--- src/hdl/lrj_pkg.sv ---
// shared types and constants for the loop roll and jump controller
package lrj_pkg;

  localparam int unsigned ROLL_STEP = 4;
  localparam logic [7:0]  ROLL_MAX  = 8'((255 / ROLL_STEP) * ROLL_STEP);
  localparam logic [7:0]  NO_CUE    = 8'd255;
  localparam logic [7:0]  LEN_RESET = 8'd4;

  typedef enum logic [2:0] {
    OP_FRAME = 3'd0,
    OP_START = 3'd1,
    OP_STOP  = 3'd2,
    OP_CUE   = 3'd3,
    OP_LOCK  = 3'd4,
    OP_CLEAR = 3'd5
  } op_t;

  typedef enum logic [2:0] {
    ST_IDLE,
    ST_EVAL,
    ST_ADV1,
    ST_ARM,
    ST_ADV2,
    ST_MOD,
    ST_FIN
  } st_t;

  typedef struct packed {
    logic load_in;
    logic start_adv;
    logic start_mod;
    logic step;
    logic commit_adv1;
    logic arm_set;
    logic commit_adv2;
    logic finish;
  } dp_cmd_t;

  typedef struct packed {
    logic is_frame;
    logic need_adv1;
    logic need_mod;
    logic arm_fire;
    logic arm_stop;
    logic unit_done;
    logic out_free;
  } dp_sts_t;

endpackage

--- src/hdl/lrj_ctrl.sv ---
// controller state machine sequencing one request through the datapath
module lrj_ctrl (
  input  logic             clk,
  input  logic             rst,
  input  logic             in_valid,
  output logic             in_stall,
  input  lrj_pkg::dp_sts_t sts,
  output lrj_pkg::dp_cmd_t cmd
);

  lrj_pkg::st_t state, state_next;

  always_ff @(posedge clk) begin
    if (rst) begin
      state <= lrj_pkg::ST_IDLE;
    end else begin
      state <= state_next;
    end
  end

  always_comb begin
    state_next = state;
    unique case (state)
      lrj_pkg::ST_IDLE: begin
        if (in_valid) state_next = lrj_pkg::ST_EVAL;
      end
      lrj_pkg::ST_EVAL: begin
        if (sts.is_frame) begin
          state_next = sts.need_adv1 ? lrj_pkg::ST_ADV1 : lrj_pkg::ST_ARM;
        end else if (sts.need_mod) begin
          state_next = lrj_pkg::ST_MOD;
        end else begin
          state_next = lrj_pkg::ST_FIN;
        end
      end
      lrj_pkg::ST_ADV1: begin
        if (sts.unit_done) state_next = lrj_pkg::ST_ARM;
      end
      lrj_pkg::ST_ARM: begin
        state_next = (sts.arm_fire && sts.arm_stop) ? lrj_pkg::ST_ADV2 : lrj_pkg::ST_FIN;
      end
      lrj_pkg::ST_ADV2: begin
        if (sts.unit_done) state_next = lrj_pkg::ST_FIN;
      end
      lrj_pkg::ST_MOD: begin
        if (sts.unit_done) state_next = lrj_pkg::ST_FIN;
      end
      lrj_pkg::ST_FIN: begin
        if (sts.out_free) state_next = lrj_pkg::ST_IDLE;
      end
      default: state_next = lrj_pkg::ST_IDLE;
    endcase
  end

  always_comb begin
    cmd      = '0;
    in_stall = 1'b1;
    unique case (state)
      lrj_pkg::ST_IDLE: begin
        in_stall    = 1'b0;
        cmd.load_in = in_valid;
      end
      lrj_pkg::ST_EVAL: begin
        cmd.start_adv = sts.is_frame && sts.need_adv1;
        cmd.start_mod = !sts.is_frame && sts.need_mod;
      end
      lrj_pkg::ST_ADV1: begin
        cmd.step        = !sts.unit_done;
        cmd.commit_adv1 = sts.unit_done;
      end
      lrj_pkg::ST_ARM: begin
        cmd.start_adv = sts.arm_fire && sts.arm_stop;
        cmd.arm_set   = sts.arm_fire && !sts.arm_stop;
      end
      lrj_pkg::ST_ADV2: begin
        cmd.step        = !sts.unit_done;
        cmd.commit_adv2 = sts.unit_done;
      end
      lrj_pkg::ST_MOD: begin
        cmd.step = !sts.unit_done;
      end
      lrj_pkg::ST_FIN: begin
        cmd.finish = sts.out_free;
      end
      default: begin
        in_stall = 1'b1;
      end
    endcase
  end

endmodule

--- src/hdl/lrj_dp.sv ---
// datapath: request latch, roll and shadow state, wrap and remainder unit, result register
module lrj_dp (
  input  logic             clk,
  input  logic             rst,
  input  lrj_pkg::dp_cmd_t cmd,
  output lrj_pkg::dp_sts_t sts,
  input  logic [2:0]       command,
  input  logic [7:0]       play_pos,
  input  logic [7:0]       play_row,
  input  logic [7:0]       pattern_last_row,
  input  logic [7:0]       song_orders,
  input  logic             is_playing,
  input  logic             jump_idle,
  input  logic [7:0]       roll_rows,
  input  logic [7:0]       cue_pos,
  input  logic             lock_on,
  output logic             out_valid,
  input  logic             out_stall,
  output logic             jump_set,
  output logic [7:0]       jump_pos,
  output logic [7:0]       jump_row,
  output logic             jump_cancel,
  output logic             roll_on
);

  // latched request
  logic [2:0] cmd_q;
  logic [7:0] pos_q, row_q, plr_q, ord_q, rrows_q, cue_q;
  logic       play_q, idle_q, lock_q;

  // block state
  logic       roll_active, roll_stopping, jump_armed, lock_enabled;
  logic [7:0] roll_start_pos, roll_start_row, roll_length;
  logic [7:0] shadow_pos, shadow_row, hotcue_target;

  // pending roll result
  logic       res_set, fired;
  logic [7:0] res_pos, res_row;

  // repeated subtraction unit
  logic [8:0] acc, dvs;
  logic [7:0] upos;
  logic       upos_en;

  logic [8:0] per_patt, olen, adv_sum, last_raw, last_c, p1, sum9, rnd9;
  logic [7:0] upos_inc, qlen, anchor_row;
  logic       unit_done, arm, out_free, cue_fire, lock_fire;
  logic       fin_set, fin_cancel, fin_active;
  logic [7:0] fin_pos, fin_row;

  assign per_patt  = {1'b0, plr_q} + 9'd1;
  assign olen      = (ord_q == 8'd0) ? 9'd1 : {1'b0, ord_q};
  assign adv_sum   = {1'b0, shadow_row} + {1'b0, roll_length};
  assign p1        = {1'b0, upos} + 9'd1;
  assign upos_inc  = (p1 >= olen) ? 8'd0 : p1[7:0];
  assign unit_done = acc < dvs;

  assign sum9 = {1'b0, rrows_q} + 9'(lrj_pkg::ROLL_STEP - 1);
  assign rnd9 = (sum9 / 9'(lrj_pkg::ROLL_STEP)) * 9'(lrj_pkg::ROLL_STEP);
  assign qlen = (rrows_q < 8'(lrj_pkg::ROLL_STEP)) ? 8'(lrj_pkg::ROLL_STEP) :
                (rnd9 > 9'd255) ? lrj_pkg::ROLL_MAX : rnd9[7:0];
  assign anchor_row = row_q - acc[7:0];

  // roll window end, clamped to the pattern
  assign last_raw = {1'b0, roll_start_row} + {1'b0, roll_length} - 9'd1;
  assign last_c   = (last_raw > {1'b0, plr_q}) ? {1'b0, plr_q} : last_raw;
  assign arm      = (pos_q != roll_start_pos) || ({1'b0, row_q} >= last_c);

  assign out_free  = !out_valid || !out_stall;
  assign cue_fire  = (hotcue_target != lrj_pkg::NO_CUE) && play_q && (row_q >= plr_q);
  assign lock_fire = lock_enabled && !roll_active && (hotcue_target == lrj_pkg::NO_CUE) &&
                     play_q && !fired && !cue_fire && (row_q >= plr_q);

  always_comb begin
    sts           = '0;
    sts.is_frame  = cmd_q == lrj_pkg::OP_FRAME;
    sts.need_adv1 = roll_active && play_q && jump_armed && idle_q;
    sts.need_mod  = (cmd_q == lrj_pkg::OP_START) && play_q && !roll_active;
    sts.arm_fire  = roll_active && play_q && arm && !jump_armed;
    sts.arm_stop  = roll_stopping;
    sts.unit_done = unit_done;
    sts.out_free  = out_free;
  end

  always_comb begin
    fin_set    = 1'b0;
    fin_pos    = 8'd0;
    fin_row    = 8'd0;
    fin_cancel = 1'b0;
    fin_active = roll_active;
    unique case (cmd_q)
      lrj_pkg::OP_FRAME: begin
        fin_set = res_set || cue_fire || lock_fire;
        fin_pos = cue_fire ? hotcue_target : (lock_fire ? pos_q : res_pos);
        fin_row = (cue_fire || lock_fire) ? 8'd0 : res_row;
      end
      lrj_pkg::OP_START: begin
        fin_cancel = play_q;
        fin_active = roll_active || play_q;
      end
      lrj_pkg::OP_CUE: begin
        fin_cancel = 1'b1;
        fin_active = 1'b0;
      end
      lrj_pkg::OP_CLEAR: begin
        fin_active = 1'b0;
      end
      default: begin
        fin_active = roll_active;
      end
    endcase
  end

  always_ff @(posedge clk) begin
    if (cmd.load_in) begin
      cmd_q   <= command;
      pos_q   <= play_pos;
      row_q   <= play_row;
      plr_q   <= pattern_last_row;
      ord_q   <= song_orders;
      play_q  <= is_playing;
      idle_q  <= jump_idle;
      rrows_q <= roll_rows;
      cue_q   <= cue_pos;
      lock_q  <= lock_on;
      res_set <= 1'b0;
      res_pos <= 8'd0;
      res_row <= 8'd0;
      fired   <= 1'b0;
    end else if (cmd.arm_set) begin
      res_set <= 1'b1;
      res_pos <= roll_start_pos;
      res_row <= roll_start_row;
      fired   <= 1'b1;
    end else if (cmd.commit_adv2) begin
      res_set <= 1'b1;
      res_pos <= upos;
      res_row <= acc[7:0];
      fired   <= 1'b1;
    end
  end

  always_ff @(posedge clk) begin
    if (cmd.start_adv) begin
      acc     <= adv_sum;
      dvs     <= per_patt;
      upos    <= shadow_pos;
      upos_en <= !lock_enabled;
    end else if (cmd.start_mod) begin
      acc     <= {1'b0, row_q};
      dvs     <= {1'b0, qlen};
      upos    <= shadow_pos;
      upos_en <= 1'b0;
    end else if (cmd.step && !unit_done) begin
      acc <= acc - dvs;
      if (upos_en) upos <= upos_inc;
    end
  end

  always_ff @(posedge clk) begin
    if (rst) begin
      roll_active    <= 1'b0;
      roll_stopping  <= 1'b0;
      roll_start_pos <= 8'd0;
      roll_start_row <= 8'd0;
      roll_length    <= lrj_pkg::LEN_RESET;
      jump_armed     <= 1'b0;
      shadow_pos     <= 8'd0;
      shadow_row     <= 8'd0;
      hotcue_target  <= lrj_pkg::NO_CUE;
      lock_enabled   <= 1'b0;
    end else begin
      if (cmd.commit_adv1) begin
        shadow_row <= acc[7:0];
        shadow_pos <= upos;
        jump_armed <= 1'b0;
      end
      if (cmd.arm_set) jump_armed <= 1'b1;
      if (cmd.commit_adv2) begin
        shadow_row    <= acc[7:0];
        shadow_pos    <= upos;
        roll_active   <= 1'b0;
        roll_stopping <= 1'b0;
        jump_armed    <= 1'b1;
      end
      if (cmd.finish) begin
        unique case (cmd_q)
          lrj_pkg::OP_FRAME: begin
            if (cue_fire) hotcue_target <= lrj_pkg::NO_CUE;
          end
          lrj_pkg::OP_START: begin
            if (play_q) begin
              roll_stopping <= 1'b0;
              roll_length   <= qlen;
              jump_armed    <= 1'b0;
              if (!roll_active) begin
                roll_start_pos <= pos_q;
                roll_start_row <= anchor_row;
                roll_active    <= 1'b1;
                shadow_pos     <= pos_q;
                shadow_row     <= anchor_row;
              end
            end
          end
          lrj_pkg::OP_STOP: begin
            if (roll_active) roll_stopping <= 1'b1;
          end
          lrj_pkg::OP_CUE: begin
            roll_active   <= 1'b0;
            roll_stopping <= 1'b0;
            jump_armed    <= 1'b0;
            hotcue_target <= cue_q;
          end
          lrj_pkg::OP_LOCK: begin
            lock_enabled <= lock_q;
          end
          lrj_pkg::OP_CLEAR: begin
            roll_active    <= 1'b0;
            roll_stopping  <= 1'b0;
            roll_start_pos <= 8'd0;
            roll_start_row <= 8'd0;
            roll_length    <= lrj_pkg::LEN_RESET;
            jump_armed     <= 1'b0;
            shadow_pos     <= 8'd0;
            shadow_row     <= 8'd0;
            hotcue_target  <= lrj_pkg::NO_CUE;
            lock_enabled   <= 1'b0;
          end
          default: begin
            lock_enabled <= lock_enabled;
          end
        endcase
      end
    end
  end

  always_ff @(posedge clk) begin
    if (rst) begin
      out_valid <= 1'b0;
    end else if (cmd.finish) begin
      out_valid <= 1'b1;
    end else if (!out_stall) begin
      out_valid <= 1'b0;
    end
  end

  always_ff @(posedge clk) begin
    if (cmd.finish) begin
      jump_set    <= fin_set;
      jump_pos    <= fin_pos;
      jump_row    <= fin_row;
      jump_cancel <= fin_cancel;
      roll_on     <= fin_active;
    end
  end

endmodule

--- src/hdl/loop_roll_jump_controller.sv ---
// top level: loop roll and jump controller, controller plus datapath
// one request in flight; result registered through the evaluate and finish states, a frame also passing arm
// a frame shadow advance steps the subtraction unit over each wrap; a stop jump may add a second
// start roll from rest reduces the row modulo the roll length in the same unit
// next request accepted in the cycle after the result is registered, even if it is still stalled
// synchronous reset clears roll state, no hotcue pending, roll length 4, output empty
module loop_roll_jump_controller (
  input  logic       clk,
  input  logic       rst,
  input  logic       in_valid,
  output logic       in_stall,
  input  logic [2:0] command,
  input  logic [7:0] play_pos,
  input  logic [7:0] play_row,
  input  logic [7:0] pattern_last_row,
  input  logic [7:0] song_orders,
  input  logic       is_playing,
  input  logic       jump_idle,
  input  logic [7:0] roll_rows,
  input  logic [7:0] cue_pos,
  input  logic       lock_on,
  output logic       out_valid,
  input  logic       out_stall,
  output logic       jump_set,
  output logic [7:0] jump_pos,
  output logic [7:0] jump_row,
  output logic       jump_cancel,
  output logic       roll_on
);

  lrj_pkg::dp_cmd_t cmd;
  lrj_pkg::dp_sts_t sts;

  lrj_ctrl u_ctrl (
    .clk      (clk),
    .rst      (rst),
    .in_valid (in_valid),
    .in_stall (in_stall),
    .sts      (sts),
    .cmd      (cmd)
  );

  lrj_dp u_dp (
    .clk              (clk),
    .rst              (rst),
    .cmd              (cmd),
    .sts              (sts),
    .command          (command),
    .play_pos         (play_pos),
    .play_row         (play_row),
    .pattern_last_row (pattern_last_row),
    .song_orders      (song_orders),
    .is_playing       (is_playing),
    .jump_idle        (jump_idle),
    .roll_rows        (roll_rows),
    .cue_pos          (cue_pos),
    .lock_on          (lock_on),
    .out_valid        (out_valid),
    .out_stall        (out_stall),
    .jump_set         (jump_set),
    .jump_pos         (jump_pos),
    .jump_row         (jump_row),
    .jump_cancel      (jump_cancel),
    .roll_on          (roll_on)
  );

endmodule

--- config.mk ---
export PLATFORM = sky130hd
export DESIGN_NAME = loop_roll_jump_controller
export DESIGN_NICKNAME = d
export VERILOG_FILES = /design/src/hdl/lrj_pkg.sv /design/src/hdl/lrj_ctrl.sv /design/src/hdl/lrj_dp.sv /design/src/hdl/loop_roll_jump_controller.sv
export SDC_FILE = /design/constraint.sdc
export NUM_CORES = 1
export LEC_CHECK = 0
export BUFFER_PORTS_ARGS = -buffer_cell sky130_fd_sc_hd__buf_2
export CAP_MARGIN = 30
export CELL_PAD_IN_SITES_DETAIL_PLACEMENT = 2
export CELL_PAD_IN_SITES_GLOBAL_PLACEMENT = 2
export CORE_MARGIN = 4
export CORE_UTILIZATION = 40
export CTS_BUF_LIST = sky130_fd_sc_hd__clkbuf_4 sky130_fd_sc_hd__clkbuf_8 sky130_fd_sc_hd__clkbuf_16
export DETAILED_ROUTE_END_ITERATION = 6
export PLACE_DENSITY_LB_ADDON = 0.3
export SYNTH_ARGS = -nofsm -noshare
export SYNTH_HDL_FRONTEND = slang
export SYNTH_SLANG_ARGS = --single-unit
--- constraint.sdc ---
create_clock -name clk -period 7.3 [get_ports clk]
set_clock_uncertainty 0.15 [all_clocks]
set_input_delay 0.365 -clock clk [delete_from_list [all_inputs] [get_ports clk]]
set_output_delay 0.365 -clock clk [all_outputs]
set_load 0.005 [all_outputs]
==> flow_metrics.env <==
export IMPL_synth_seq_cells=171
export IMPL_cts_reportedPaths_clkPinSlew_ns=0.08
export IMPL_groute_usage_overall_pct=24.8
export IMPL_report_power_total_w=0.00362
export IMPL_synth_enable_flop_cells=100
export IMPL_clock_insertion_delay_worst_skew_ns=0.45
export IMPL_worst_slew_pin_transition_ns=1.03
export IMPL_max_clock_path_buffers=2
export IMPL_met2_usage_pct=43.8
export IMPL_worst_setup_path_end_kind="register"
export IMPL_grt_pass1_vias=8340
export IMPL_post_drt_via_cell_ratio=5.55
export IMPL_detailed_place_hpwl_um=22900
export IMPL_synth_warn=0
export IMPL_timing_critical_path_slowest_stage_cell="a2111o_2"
export IMPL_die_outline_height_um=162
export IMPL_synthCells=894
export IMPL_drtIter0Drc=351
export IMPL_grt_start_max_net_pins=39
export IMPL_std_cell_rows=56
export IMPL_syn_area_per_cell_um2=10.6
export IMPL_p_leak_nw=4.58
export IMPL_synthesized_net_count=1025
export IMPL_max_capacitance_violation_count=0
export IMPL_tritoncts="built"
export IMPL_floorplan_initialDensity_pct=40.6
export IMPL_met3_usage_pct=4.26
export IMPL_total_detailed_routing_wirelength_um=31700
export IMPL_timing_final_max_slew_violations=0
export IMPL_worst_slack_ns=0.575
export IMPL_grt_remaining_overflow=0
export IMPL_r2r_worst_path_cells=22
export IMPL_preCtsSetupSlack_ns=0.451
export IMPL_yosys_most_used_dff="edfxtp_1"
export IMPL_yosysTopAreaCell="edfxtp_1"
export IMPL_nets=1153
export IMPL_io_pins=79
export IMPL_global_route_wire_length_before_repair_um=49500
export IMPL_drtAntennaViolNets=0
export IMPL_fillCellCount=2429
export IMPL_powerDensity_nw_per_um2=319
export IMPL_peakVddDrop_mv=0.157
export IMPL_critical_path_arrival_ns=6.76
export IMPL_finalHoldViolCount=0
export IMPL_worst_hold_path_num_cells=3
export IMPL_cp_cell_sequence="inv_1 > ha_1 > inv_1 > ha_1 > nor2b_1 > o21ai_0 > a21boi_0 > or4b_2 > nand3_1 > ha_1 > a2111oi_0 > or2_2 > a31oi_1 > or4_4 > mux2i_1 > ha_1 > nand2_1 > o211ai_1 > o221ai_1 > a2111o_2 > o21ai_4 > mux2_2"
export IMPL_tritoncts_num_sinks=171
export IMPL_num_antenna_cells=0
export IMPL_detailedRoute_firstPassIterationCount=5
export IMPL_cp_required_ns=7.34
export IMPL_most_used_layer_global_route="met2"
export IMPL_drc_errors=0
export IMPL_post_synth_top_area_share_pct=31.6
export IMPL_antenna_found_initial=0
export IMPL_full_die_area_um2=26300
export IMPL_clock_tree_root_driver_cell="clkbuf_16"
export IMPL_netlist_top_cells_area="edfxtp_1 (32%), dfxtp_1 (15%), ha_1 (9.1%)"
export IMPL_io_buffers=78
export IMPL_layout_worst_path_cycle_share_pct=92.1
export IMPL_critical_path_reg2reg_startpoint="u_dp.roll_length[3]"
export IMPL_share_of_flip_flops_with_an_asynchronous_set_or_reset_pct=0
export IMPL_worst_hold_margin_ns=0.107
export IMPL_grt_util_met1_pct=31.0
export IMPL_period_needed_ns=6.72
export IMPL_placeableCoreArea_um2=23400
export IMPL_place_gp_congestion=0.862
export IMPL_synth_lib_cells_used_distinct=73
export IMPL_chipWidth_um=162
export IMPL_multiInputGateArea_um2=4640
export IMPL_crit_path_max_fanout=19
export IMPL_r2r_end="u_dp.acc[4]"
export IMPL_worst_hold_startpoint="out_stall"
export IMPL_max_clock_freq_mhz=149
export IMPL_min_to="u_dp.out_valid"
export IMPL_final_layout_size_suffix_gt1_share_pct=14.5
export IMPL_num_cts_buffers=17
export IMPL_criticalPathCategory="register to register"
export IMPL_proportion_of_synthesized_chip_area_in_sequential_cells_pct=46.6
export IMPL_timing_final_setup_violations=0
export IMPL_final_seq_area_um2=4420
export IMPL_crit_path_max_incr_delay_ns=0.67
export IMPL_largest_registers="u_dp.acc x9, u_dp.dvs x9"
export IMPL_crit_path_frequent_cell="ha_1"
export IMPL_hp_class="input port to register"
export IMPL_setup_worst_path_start_class="register"
export IMPL_status="completed"
export IMPL_per_cell_routed_wire_length_um=23.4
export IMPL_via_count=7510
export IMPL_cts_htree_levels=4
export IMPL_syn_area_um2=9500
export IMPL_setup_repair_after_global_routing_missed_its_margin="false"
export IMPL_cp_bufs_invs=2
export IMPL_synthToLayoutAreaGrowth_pct=19.5
export IMPL_critical_path_top_delay_family="compound AO/OA/AOI/OAI gates"
export IMPL_normalized_max_slew_margin_pct=31.6
export IMPL_ff2ff_setup_slack_ns=0.58
export IMPL_commonest_non_fill_non_tap_cell_in_the_layout="edfxtp_1"
export IMPL_most_common_layout_cells="edfxtp_1 (100), buf_2 (78), inv_1 (73)"
export IMPL_setup_tns_final_ns=0
-- Yosys cell counts (3+ instances only) --
cell type    n
o21a_1      13
nor4b_4      3
a2111o_1     3
nor3_1      12
or2_2        4
buf_4        4
xnor2_1     34
a31oi_1      5
a22oi_1     13
o22a_1       8
nand2b_1     7
mux2i_1     52
o21ai_0     60
or3_1        3
and3_1       3
a21boi_0     9
clkbuf_1    12
fa_1         4
nor4_1       5
ha_1        69
nand2_1     69
a21oi_1     51
nand4b_1     3
and2_1      14
nand4_1      9
buf_2       10
o22ai_1      7
nor2_1      42
nand3b_1     3
mux2_1       3
o21bai_1     3
a41o_1       7
dfxtp_1     71
nand3_1     18
a21o_1       9
nor2b_1     10
edfxtp_1   100
inv_1       74
xor2_1       6
o211ai_1     4
mux2_2      11
a211oi_1     5
-- layout make-up --
cell class                 count  share of cell area (%)
multi-input combinational    620                    40.9
clock buffer                  17                    3.75
tap                          319                    3.51
clock inverter                15                    1.70
sequential                   171                    39.0
inverter                      74                    2.45
timing repair buffer         138                    8.77
-- worst max path at each step --
stage / slack [ns] / from / cells after the start / end
2_1_floorplan: 1.24 / u_dp.roll_length[3] / 23 / u_dp.upos[0]
3_3_place_gp: 0.65 / u_dp.roll_length[3] / 22 / u_dp.acc[8]
3_5_place_dp: 0.45 / u_dp.roll_length[3] / 22 / u_dp.acc[7]
4_1_cts: 0.22 / u_dp.roll_length[3] / 22 / u_dp.acc[4]
5_1_grt: 0.05 / u_dp.roll_length[3] / 22 / u_dp.acc[6]
6_report: 0.58 / u_dp.roll_length[3] / 22 / u_dp.acc[4]
-- per-stage QoR --
step	util (%)	instances	instance area (um^2)
3_5_place_dp	43.6	1268	10200
6_report	48.5	1354	11400
2_1_floorplan	-	894	9500
5_1_grt	48.5	1354	11400
3_3_place_gp	43.4	1266	10200
4_1_cts	48.5	1354	11400
-- repair_timing --
item,CTS,global route
setup endpoints to repair,0,48
endpoints found under the hold margin,54,0
setup buffers,0,0
hold buffers,54,0
resized for setup,0,2
-- report_power, final --
group / total (W) / internal [W] / switching (W)
combinational: 0.00117 / 0.000492 / 0.000675
sequential: 0.00150 / 0.00127 / 0.000229
clock: 0.000958 / 0.000496 / 0.000461
total: 0.00362 / 0.00225 / 0.00137
-- cells by family (layout without fill, tap and decap cells) --
logic type,count (synthesis),count (layout),share of synthesized area [%]
compound gates,224,224,15.6
simple gates,217,217,12.4
flops,171,171,46.6
buf+inv,103,244,4.64
fa+ha+maj,73,73,9.93
mux,66,66,7.14
xor+xnor,40,40,3.69
-- worst min-delay path: cells and delay by family --
kind	cells	cell delay [ns]
AO/OA/AOI/OAI	1	0.07
AND/OR/NAND/NOR	1	0.10
buffers and inverters	1	0.12
-- routing by layer --
layer | vias up | part of all wire (%)
met5 | - | 0
met4 | 0 | 2.6
met3 | 47 | 3.7
met2 | 153 | 51
met1 | 3781 | 43
li1 | 3529 | -
No activity file was read; power rests on OpenSTA's default activity.
